--- src/design/bib_pkg.sv ---
// Shared types, constants and helper functions for the ball integrate and bounce block.
// Used by every module of the block; depends on nothing else.
`timescale 1ns / 1ps

package bib_pkg;

    // Configuration register indexes.
    typedef enum logic [1:0] {
        CFG_GRAVITY_X   = 2'd0,
        CFG_GRAVITY_Y   = 2'd1,
        CFG_ARENA_W     = 2'd2,
        CFG_ARENA_H     = 2'd3
    } t_cfg_idx;

    // Unity in the Q1.16 damping format.
    localparam logic [16:0] Q_ONE = 17'h10000;

    localparam logic signed [31:0] INT_MAX = 32'sh7fffffff;
    localparam logic signed [31:0] INT_MIN = 32'sh80000000;

    // Pipeline depths.
    localparam int unsigned FRONT_STAGES = 3;
    localparam int unsigned SQRT_STAGES  = 17;
    localparam int unsigned DIV_STAGES   = 16;
    localparam int unsigned DAMP_STAGES  = DIV_STAGES + 5;
    localparam int unsigned LATENCY      = FRONT_STAGES + SQRT_STAGES + 4 * DAMP_STAGES;

    // Ball state carried alongside the arithmetic.
    typedef struct packed {
        logic signed [31:0] px;
        logic signed [31:0] py;
        logic signed [31:0] vx;
        logic signed [31:0] vy;
        logic [16:0]        s;
        logic               hs;
        logic               hf;
    } t_carry;

    // Saturate a 33-bit sum to the signed 32-bit range.
    function automatic logic signed [31:0] sat33(input logic signed [32:0] v);
        logic signed [31:0] r;
        begin
            if (v > 33'(INT_MAX)) begin
                r = INT_MAX;
            end else if (v < 33'(INT_MIN)) begin
                r = INT_MIN;
            end else begin
                r = v[31:0];
            end
            return r;
        end
    endfunction

    // Negate, with the most negative value mapping to the largest positive one.
    function automatic logic signed [31:0] neg_sat(input logic signed [31:0] v);
        logic signed [31:0] r;
        begin
            r = (v == INT_MIN) ? INT_MAX : -v;
            return r;
        end
    endfunction

    // Magnitude as an unsigned 32-bit value.
    function automatic logic [31:0] mag(input logic signed [31:0] v);
        logic [31:0] r;
        begin
            r = v[31] ? (~v[31:0] + 32'd1) : v[31:0];
            return r;
        end
    endfunction

endpackage

--- src/design/bib_sqrt.sv ---
// Pipelined integer square root, one result bit per stage, with a side payload.
// Depends on bib_pkg for the stage count.
`timescale 1ns / 1ps

module bib_sqrt #(
    parameter int PW = 8
) (
    input  logic          i_clk,
    input  logic          i_rst_n,
    input  logic          i_valid,
    input  logic [32:0]   i_n,
    input  logic [PW-1:0] i_pay,
    output logic          o_valid,
    output logic [16:0]   o_root,
    output logic [PW-1:0] o_pay
);

    localparam int NS = bib_pkg::SQRT_STAGES;

    logic [NS-1:0] r_valid;
    logic [33:0]   r_n    [NS];
    logic [33:0]   r_root [NS];
    logic [PW-1:0] r_pay  [NS];

    genvar j;
    generate
        for (j = 0; j < NS; j++) begin : g_stage
            localparam logic [33:0] BIT = 34'd1 << (2 * (NS - 1 - j));
            logic          valid_in;
            logic [PW-1:0] pay_in;
            logic [33:0]   n_in;
            logic [33:0]   root_in;
            logic [33:0]   trial;
            logic [33:0]   n_n;
            logic [33:0]   n_root;

            // Take the previous stage, or the input for the first one.
            if (j == 0) begin : g_first
                assign valid_in = i_valid;
                assign pay_in   = i_pay;
                assign n_in     = {1'b0, i_n};
                assign root_in  = '0;
            end else begin : g_rest
                assign valid_in = r_valid[j-1];
                assign pay_in   = r_pay[j-1];
                assign n_in     = r_n[j-1];
                assign root_in  = r_root[j-1];
            end

            // One restoring step of the digit-by-digit root.
            always_comb begin
                trial = root_in + BIT;
                if (n_in >= trial) begin
                    n_n    = n_in - trial;
                    n_root = (root_in >> 1) + BIT;
                end else begin
                    n_n    = n_in;
                    n_root = root_in >> 1;
                end
            end

            always_ff @(posedge i_clk) begin
                if (!i_rst_n) begin
                    r_valid[j] <= 1'b0;
                end else begin
                    r_valid[j] <= valid_in;
                end
            end

            always_ff @(posedge i_clk) begin
                r_n[j]    <= n_n;
                r_root[j] <= n_root;
                r_pay[j]  <= pay_in;
            end
        end
    endgenerate

    assign o_valid = r_valid[NS-1];
    assign o_root  = r_root[NS-1][16:0];
    assign o_pay   = r_pay[NS-1];

endmodule

--- config.mk ---
export PLATFORM = sky130hd
export DESIGN_NAME = bib_sqrt
export DESIGN_NICKNAME = d
export VERILOG_FILES = /design/src/design/bib_pkg.sv /design/src/design/bib_sqrt.sv
export SDC_FILE = /design/constraint.sdc
export NUM_CORES = 1
export LEC_CHECK = 0
export BUFFER_PORTS_ARGS = -buffer_cell sky130_fd_sc_hd__buf_4
export CAP_MARGIN = 0
export CELL_PAD_IN_SITES_DETAIL_PLACEMENT = 0
export CELL_PAD_IN_SITES_GLOBAL_PLACEMENT = 1
export CORE_ASPECT_RATIO = 1.75
export CORE_MARGIN = 2
export CORE_UTILIZATION = 35
export DETAILED_ROUTE_END_ITERATION = 8
export PLACE_DENSITY_LB_ADDON = 0.1
export SYNTH_ARGS = -nofsm -noshare
export SYNTH_HDL_FRONTEND = slang
export SYNTH_SLANG_ARGS = --single-unit
--- constraint.sdc ---
create_clock -name i_clk -period 3.75 [get_ports i_clk]
set_input_delay 0.1875 -clock i_clk [delete_from_list [all_inputs] [get_ports i_clk]]
set_output_delay 0.1875 -clock i_clk [all_outputs]
set_load 0.005 [all_outputs]
==> impl_metrics.toml, run 1 <==
[run_status]
status = "finished clean"

[job]
cap_violations = 0

[placement]
gp_congestion = 0.908
dp_hpwl_um = 56200
placed_cell_area_um2 = 31100
portBuffers = 69
place_ws_ns = 0.334

[clock_network]
post_cts.repair.setup_buffers = 0
insertion_delay_ns = 0.68
cts_made_buffers = 79
clock_sinks = 850
cts_tree = "done"
cts-root-buf = "clkbuf_16"
htree_levels = 3
cts_max_path_buffers = 3
path_clk_slew_ns = 0.07

[final_layout]
drive_above_1_share_pct = 9.54
syn2layout_area_growth_pct = 17.8
fillers = 7881
multi_input_area_um2 = 11100
nNetsFinal = 3107
final_area_um2 = 34200
regArea_um2 = 17000
final_util_pct = 41.6

[yosys]
synth_edf_count = 0
synth_warnings = 0
seq_area_frac_synth_pct = 58.5
syn_area_um2 = 29100
async_flop_share_pct = 0
synth.ff_latch_count = 850
syn_inst = 2704
synth_flop_cell = "dfxtp_1"
avgSynthCellArea_um2 = 10.8
synth.distinct_cells = 78

[die]
initial_utilization_pct = 35.3
chipHeight_um = 385
design.portCount = 70
core-area_um2 = 82300
fp-row-count = 139
die_area_um2 = 85500
dieWidth_um = 222

[drt]
ant_nets = 0
drt_iter0_drc = 546
drt-wirelength-per-cell_um = 17.7
firstDrtPassIters = 5
viasPerCell = 4.85
drc = 0
wl_um = 71000
num_vias = 19500

[global_route]
grt_use_total_pct = 16.8
antenna_found_initial = 1
grt_pass1_wl_um = 109000
gr-total-overflow = 0
grt_max_degree = 46
grt_pass1_vias = 21000

[setup_path]
critPathArrivalTime_ns = 3.94
cpMostUsedCell = "or3_1"
slowest_stage = "a21oi_4"
max_stage_delay_ns = 0.84
crit_type = "reg2reg"
crit_required_ns = 4.31
path_max_fanout = 45
path_cells = "inv_1 -> ha_1 -> nor4_1 -> nand4b_1 -> or3_1 -> or3_1 -> a21oi_4 -> mux2_2"
start_kind = "flop"
cp-end-kind = "flop"

[power_and_ir_drop]
total_power_w = 0.0270
leakage_nw = 15.2
ir_drop_uv = 487
cellPowerDensity_nw_per_um2 = 789

[worst_hold_path]
hold_class = "in2reg"

[sta]
hold_viol_final = 0
period_share_pct = 90.4
tns_ns = 0
fmax_mhz = 295
fin_ws_ns = 0.361
fin_crit_ns = 3.39
skew_ns = 0.0337
setup_violations = 0
maxSlewHeadroom_pct = 10.9
slew_violations = 0
rsz0062_at_grt = "false"
worstMarginPinSlew_ns = 1.33
## synthesized netlist by cell type (all sizes together) (9+ instances only)
| library cell | number | share of area [%] |
|---|---|---|
| clkbuf | 31 | 0.40 |
| a31oi | 16 | 0.34 |
| xnor2 | 112 | 3.4 |
| and3 | 9 | 0.19 |
| o31ai | 12 | 0.31 |
| xor2 | 113 | 3.4 |
| nor2 | 144 | 1.9 |
| o21bai | 9 | 0.23 |
| ha | 166 | 7.1 |
| inv | 201 | 2.6 |
| or4 | 10 | 0.27 |
| o21a | 44 | 1.1 |
| nor2b | 21 | 0.45 |
| nand4 | 42 | 0.90 |
| nand2 | 150 | 1.9 |
| nand3 | 32 | 0.55 |
| dfxtp | 850 | 59 |
| a21oi | 125 | 2.2 |
| a21o | 35 | 0.90 |
| or3 | 45 | 0.97 |
| mux2 | 30 | 1.2 |
| nor3 | 84 | 1.5 |
| buf | 11 | 0.25 |
| nand2b | 30 | 0.65 |
| a211oi | 13 | 0.34 |
| and2 | 26 | 0.56 |
| nor4 | 88 | 1.9 |
| o21ai | 128 | 2.2 |
| o211ai | 11 | 0.28 |
## routing by layer
metal | wire [um] | GRT usage (%) | vias to the layer above
li1 | - | - | 9716
met4 | 4630 | 11.8 | 0
met2 | 46200 | 40.0 | 328
met3 | 1760 | 2.40 | 197
met5 | 0 | 0 | -
met1 | 18400 | 10.1 | 9228
## path summary, 6_finish.rpt
path,startpoint,to,slack [ns],depth (start not counted)
worst min-delay path,i_n[12],r_n[0][12]$_DFF_P_,0.15,2
worst max register to register,r_root[14][18]$_DFF_P_,r_n[0][517]$_DFF_P_,0.36,8
worst min register to register,r_pay[0][31]$_DFF_P_,r_pay[0][39]$_DFF_P_,0.32,0
worst max-delay path,r_root[14][18]$_DFF_P_,r_n[0][517]$_DFF_P_,0.36,8
## cells in the final DEF, fill, tap and decap left out, types with 44 or more instances in the layout
master         Yosys  routed
dlygate4sd3_1      0      44
buf_4              2     106
nor4_1            87      87
inv_1            201     201
clkbuf_16          0      79
nand2_1          150     150
dfxtp_1          850     850
xor2_1           113     113
nor3_1            81      81
o21a_1            44      44
nor2_1           143     142
o21ai_0          122     122
or3_1             45      45
xnor2_1          112     112
a21oi_1          124     124
ha_1             166     166
## critical path, delay by kind of cell, from the launching register on
kind	cells	cell delay (ns)
buffers and inverters	1	0.04
AND/OR/NAND/NOR	4	1.40
multiplexers	1	0.42
adder cells (fa/ha/maj)	1	0.24
flip-flops	1	0.32
AO/OA/AOI/OAI	1	0.84
## flip-flops by register name (all words and copies together), names as in the netlist
| register | count |
|---|---|
| r_n | 544 |
| r_root | 153 |
| g_stage.valid_in | 16 |
| r_pay | 136 |
| o_valid | 1 |
## metrics by stage
step                std cells  hold WS, ns
finish                   4015        0.148
global route             4014        0.123
CTS                      4014        0.100
detailed placement       3829        0.293
global placement         3829        0.292
floorplan                2705        0.215
## area by class of cell
class	instances	share of cell area (%)
diodes	1	0.00731
clock buffers	109	6.48
clock inverters	32	1.45
inverters	201	2.20
multi-input cells	1612	32.5
flip-flops and latches	850	49.7
well taps	1057	3.86
repair buffers	153	3.79
## power by group
part           total (W)  internal, W  switching [W]
clock network    0.00824      0.00470        0.00353
registers         0.0122       0.0109        0.00132
logic            0.00658      0.00293        0.00365
## logic make-up after synthesis
group                      after synthesis  synth area share (%)
DFF                                    850                  58.5
and+or+nand+nor                        726                  13.1
AOI/OAI and AO/OA                      456                  9.82
buffers and inverters                  243                  3.24
xor gates and xnor gates               225                  6.78
adders and majority gates              166                  7.14
muxes                                   37                  1.40
other                                    1                0.0129
## timing repair
action / 4_1_cts / 5_1_grt
endpoints found under the hold margin: 58 / 0
gates resized for setup: 0 / 0
hold buffers: 44 / 0
(Power assumes the default switching activity.)
==> run 2: changes to the inputs <==
==> constraint.sdc (replaced) <==
create_clock -name i_clk -period 3.75 [get_ports i_clk]
set_input_delay 0.75 -clock i_clk [delete_from_list [all_inputs] [get_ports i_clk]]
set_output_delay 0.75 -clock i_clk [all_outputs]
set_load 0.005 [all_outputs]
==> impl_metrics.toml, run 2 (synthesis results as in run 1) <==
[run_status]
status = "finished clean"

[final_layout]
largest_register_ffs = 544
layout_commonest_cell = "dfxtp_1"
diodes = 0
final_cell_mix = "dfxtp_1 (850), inv_1 (201), ha_1 (166)"
syn2layout_area_growth_pct = 16.2
drive_above_1_share_pct = 9.68
nNetsFinal = 3063
regMostFlops = "r_n"
top_regs = "r_n: 544 flops, r_root: 153 flops, r_pay: 136 flops"

[global_route]
grt_pass1_wl_um = 108000
grt_use_total_pct = 16.7
grt_pass1_vias = 20800
grt_max_degree = 46
antenna_found_initial = 1
gr-total-overflow = 0

[sta]
fmax_mhz = 297
rsz0062_at_grt = "false"
tns_ns = 0
setup_violations = 0
finalHoldWorstSlack_ns = 0.172
slew_violations = 0
fin_crit_ns = 3.37
hold_viol_final = 0
worstMarginPinSlew_ns = 1.30
maxSlewHeadroom_pct = 12.4
skew_ns = 0.0336
period_share_pct = 89.8

[drt]
num_vias = 19300
drt-wirelength-per-cell_um = 17.8
ant_nets = 0
drt_iter0_drc = 571
drc = 0
viasPerCell = 4.86
firstDrtPassIters = 5
wl_um = 70600

[die]
initial_utilization_pct = 35.3
die_area_um2 = 85500
dieWidth_um = 222
design.portCount = 70
core-area_um2 = 82300
fp-row-count = 139
chipHeight_um = 385

[clock_network]
cts-root-buf = "clkbuf_16"
cts_made_buffers = 79
path_clk_slew_ns = 0.07
insertion_delay_ns = 0.68
post_cts.repair.setup_buffers = 0
cts_max_path_buffers = 3
htree_levels = 3
cts_tree = "done"
ctsResizeCount = 0
ctsHoldBuffers = 0
clock_sinks = 850

[setup_path]
startpoint = "r_root[14][18]$_DFF_P_"
crit_type = "reg2reg"
path_max_fanout = 45
crit_buf_inv = 1
cp-end-kind = "flop"
worstReg2RegStart = "r_root[14][18]$_DFF_P_"
max_stage_delay_ns = 0.83
start_kind = "flop"
cpMostUsedCell = "or3_1"
crit_required_ns = 4.30
critPathArrivalTime_ns = 3.92
path_cells = "inv_1 -> ha_1 -> nor4_1 -> nand4b_1 -> or3_1 -> or3_1 -> a21oi_4 -> mux2_2"
cpLargestDelayFamily = "simple AND/OR/NAND/NOR gates"
slowest_stage = "a21oi_4"

[placement]
dp_hpwl_um = 56200
portBuffers = 69
gp_congestion = 0.908

[power_and_ir_drop]
ir_drop_uv = 486
cellPowerDensity_nw_per_um2 = 797
leakage_nw = 15.0

[worst_hold_path]
hold_class = "in2reg"
holdCritStartpoint = "i_n[20]"

[job]
cap_violations = 0
-- run 2: worst paths after layout --
| kind | endpoint | slack, ns | cells after the start |
|---|---|---|---|
| min | r_n[0][20]$_DFF_P_ | 0.17 | 1 |
| max | r_n[0][517]$_DFF_P_ | 0.38 | 8 |
| max reg2reg | r_n[0][517]$_DFF_P_ | 0.38 | 8 |
| min reg2reg | r_pay[0][39]$_DFF_P_ | 0.32 | 0 |
-- run 2: report_power, final --
group	internal, W	switching (W)	leakage (nW)
Combinational	0.00290	0.00364	6.56
Sequential	0.0109	0.00131	7.13
Clock	0.00470	0.00352	1.32
Total	0.0185	0.00847	15.0
-- run 2: layout make-up --
| type | count | area, um^2 |
|---|---|---|
| inverters | 201 | 754 |
| multi-input cells | 1612 | 11100 |
| repair buffers | 109 | 856 |
| fillers | 7935 | 48500 |
| flip-flops and latches | 850 | 17000 |
| clock buffers | 109 | 2220 |
| clock inverters | 32 | 498 |
| well taps | 1057 | 1320 |
-- run 2: layer usage --
| metal | up-vias | share of wire [%] | track usage, % |
|---|---|---|---|
| met4 | 0 | 6.6 | 11.8 |
| met5 | - | 0 | 0 |
| met2 | 336 | 65 | 39.7 |
| met1 | 9147 | 26 | 10.0 |
| li1 | 9613 | - | - |
| met3 | 200 | 2.6 | 2.39 |
-- run 2: worst reg2reg max path, stage by stage (launching register included) --
cell	delay, ns
dfxtp_1	0.32
inv_1	0.04
ha_1	0.24
nor4_1	0.39
nand4b_1	0.19
or3_1	0.38
or3_1	0.42
a21oi_4	0.83
mux2_2	0.44
-- run 2: per-stage QoR --
stage          cells  worst slack [ns]  power, W  utilization (%)  instance area [um^2]
2_1_floorplan   2705              1.07    0.0168                -                 29100
6_report        3970             0.382    0.0269             41.1                 33800
4_1_cts         3970             0.327    0.0273             41.1                 33800
3_5_place_dp    3829             0.334    0.0190             37.8                 31100
5_1_grt         3970            0.0823    0.0286             41.1                 33800
3_3_place_gp    3829             0.355    0.0188             37.8                 31100
==> run 3: changes to the inputs <==
REMOVE_ABC_BUFFERS = 1   (was not set)
==> impl_metrics.toml, run 3 (synthesis results as in run 1) <==
[run_status]
status = "finished clean"

[placement]
place_ws_ns = 0.313
portBuffers = 69
gp_congestion = 0.992
dp_hpwl_um = 55900

[drt]
wl_met1_um = 18600
firstDrtPassIters = 6
drc = 0
wl_met3_um = 1740
viasPerCell = 4.84
ant_nets = 0
wl_um = 70100
drt-wirelength-per-cell_um = 17.7
num_vias = 19200
drt_iter0_drc = 612
dr_wl_met2_um = 43800
highest_layer = "met4"

[final_layout]
regMostFlops = "r_n"
top_regs = "r_n: 544 flops, r_root: 153 flops, r_pay: 136 flops"
drive_above_1_share_pct = 9.78
syn2layout_area_growth_pct = 16.0
multi_input_area_um2 = 11100
nNetsFinal = 3063
final_util_pct = 41.0
regArea_um2 = 17000
layout_commonest_cell = "dfxtp_1"
largest_register_ffs = 544
diodes = 0
final_cell_mix = "dfxtp_1 (850), inv_1 (201), ha_1 (166)"
fillers = 7945

[setup_path]
max_stage_delay_ns = 0.87
critPathArrivalTime_ns = 3.98
cpMostUsedCell = "or3_1"
path_cells = "inv_1 -> ha_1 -> nor4_1 -> nand4b_1 -> or3_1 -> or3_1 -> a21oi_4 -> mux2_2"
slowest_stage = "a21oi_4"
cp-end-kind = "flop"
crit_required_ns = 4.30
start_kind = "flop"
path_max_fanout = 45
crit_type = "reg2reg"

[clock_network]
path_clk_slew_ns = 0.06
clock_sinks = 850
cts_tree = "done"
insertion_delay_ns = 0.67
htree_levels = 3
ctsResizeCount = 0
cts_made_buffers = 79
ctsHoldBuffers = 0
post_cts.repair.setup_buffers = 0
cts_max_path_buffers = 3
cts-root-buf = "clkbuf_16"

[die]
design.portCount = 70
die_area_um2 = 85500
dieWidth_um = 222
fp-row-count = 139
core-area_um2 = 82300
initial_utilization_pct = 35.3
chipHeight_um = 385

[sta]
fin_crit_ns = 3.43
rsz0062_at_grt = "false"
skew_ns = 0.0240
slew_violations = 0
setup_violations = 0
maxSlewHeadroom_pct = 18.2
fmax_mhz = 291
period_share_pct = 91.5
fin_ws_ns = 0.318
worstMarginPinSlew_ns = 1.22
hold_viol_final = 0
tns_ns = 0

[global_route]
grt_pass1_wl_um = 107000
antenna_found_initial = 0
grt_pass1_vias = 20800
grt_max_degree = 46
gr-total-overflow = 0
grt_use_total_pct = 16.5

[power_and_ir_drop]
leakage_nw = 15.0
cellPowerDensity_nw_per_um2 = 795
ir_drop_uv = 483

[worst_hold_path]
hold_class = "in2reg"

[job]
cap_violations = 0
-- run 3: area by class of cell --
type                       instances  share of cell area (%)
clock inverter                    34                    1.29
timing repair buffer             109                    2.50
sequential                       850                    50.5
multi-input combinational       1612                    33.0
clock buffer                     107                    6.59
tap                             1057                    3.92
inverter                         201                    2.24
-- run 3: worst paths after layout --
kind / slack (ns) / start / endpoint / depth (start not counted)
worst min-delay path: 0.18 / i_n[4] / r_n[0][4]$_DFF_P_ / 1
worst max-delay path: 0.32 / r_root[14][18]$_DFF_P_ / r_n[0][515]$_DFF_P_ / 8
worst min register to register: 0.32 / r_pay[0][52]$_DFF_P_ / r_pay[0][60]$_DFF_P_ / 0
worst max register to register: 0.32 / r_root[14][18]$_DFF_P_ / r_n[0][515]$_DFF_P_ / 8
-- run 3: metrics by stage --
step,total power [W],cell area (um^2),std cells,hold WS [ns]
after floorplan,0.0168,28900,2663,0.310
after global placement,0.0188,31100,3829,0.309
after detailed placement,0.0190,31100,3829,0.312
after CTS,0.0272,33700,3970,0.124
after global routing,0.0284,33700,3970,0.155
final,0.0268,33700,3970,0.179
-- run 3: layer usage --
metal | vias to the layer above | global-route usage [%]
met5 | - | 0
met4 | 0 | 14.3
met3 | 229 | 2.06
met2 | 360 | 37.9
met1 | 8996 | 10.3
li1 | 9639 | -
-- run 3: power by group --
part,internal (W),switching (W)
clock,0.00457,0.00352
combinational,0.00291,0.00358
sequential,0.0109,0.00136
-- run 3: worst max-delay path: cells and delay by family, from the launching register on --
| family | cells | cell delay (ns) |
|---|---|---|
| buf+inv | 1 | 0.04 |
| fa+ha+maj | 1 | 0.24 |
| mux | 1 | 0.42 |
| flops | 1 | 0.32 |
| compound gates | 1 | 0.87 |
| simple gates | 4 | 1.41 |
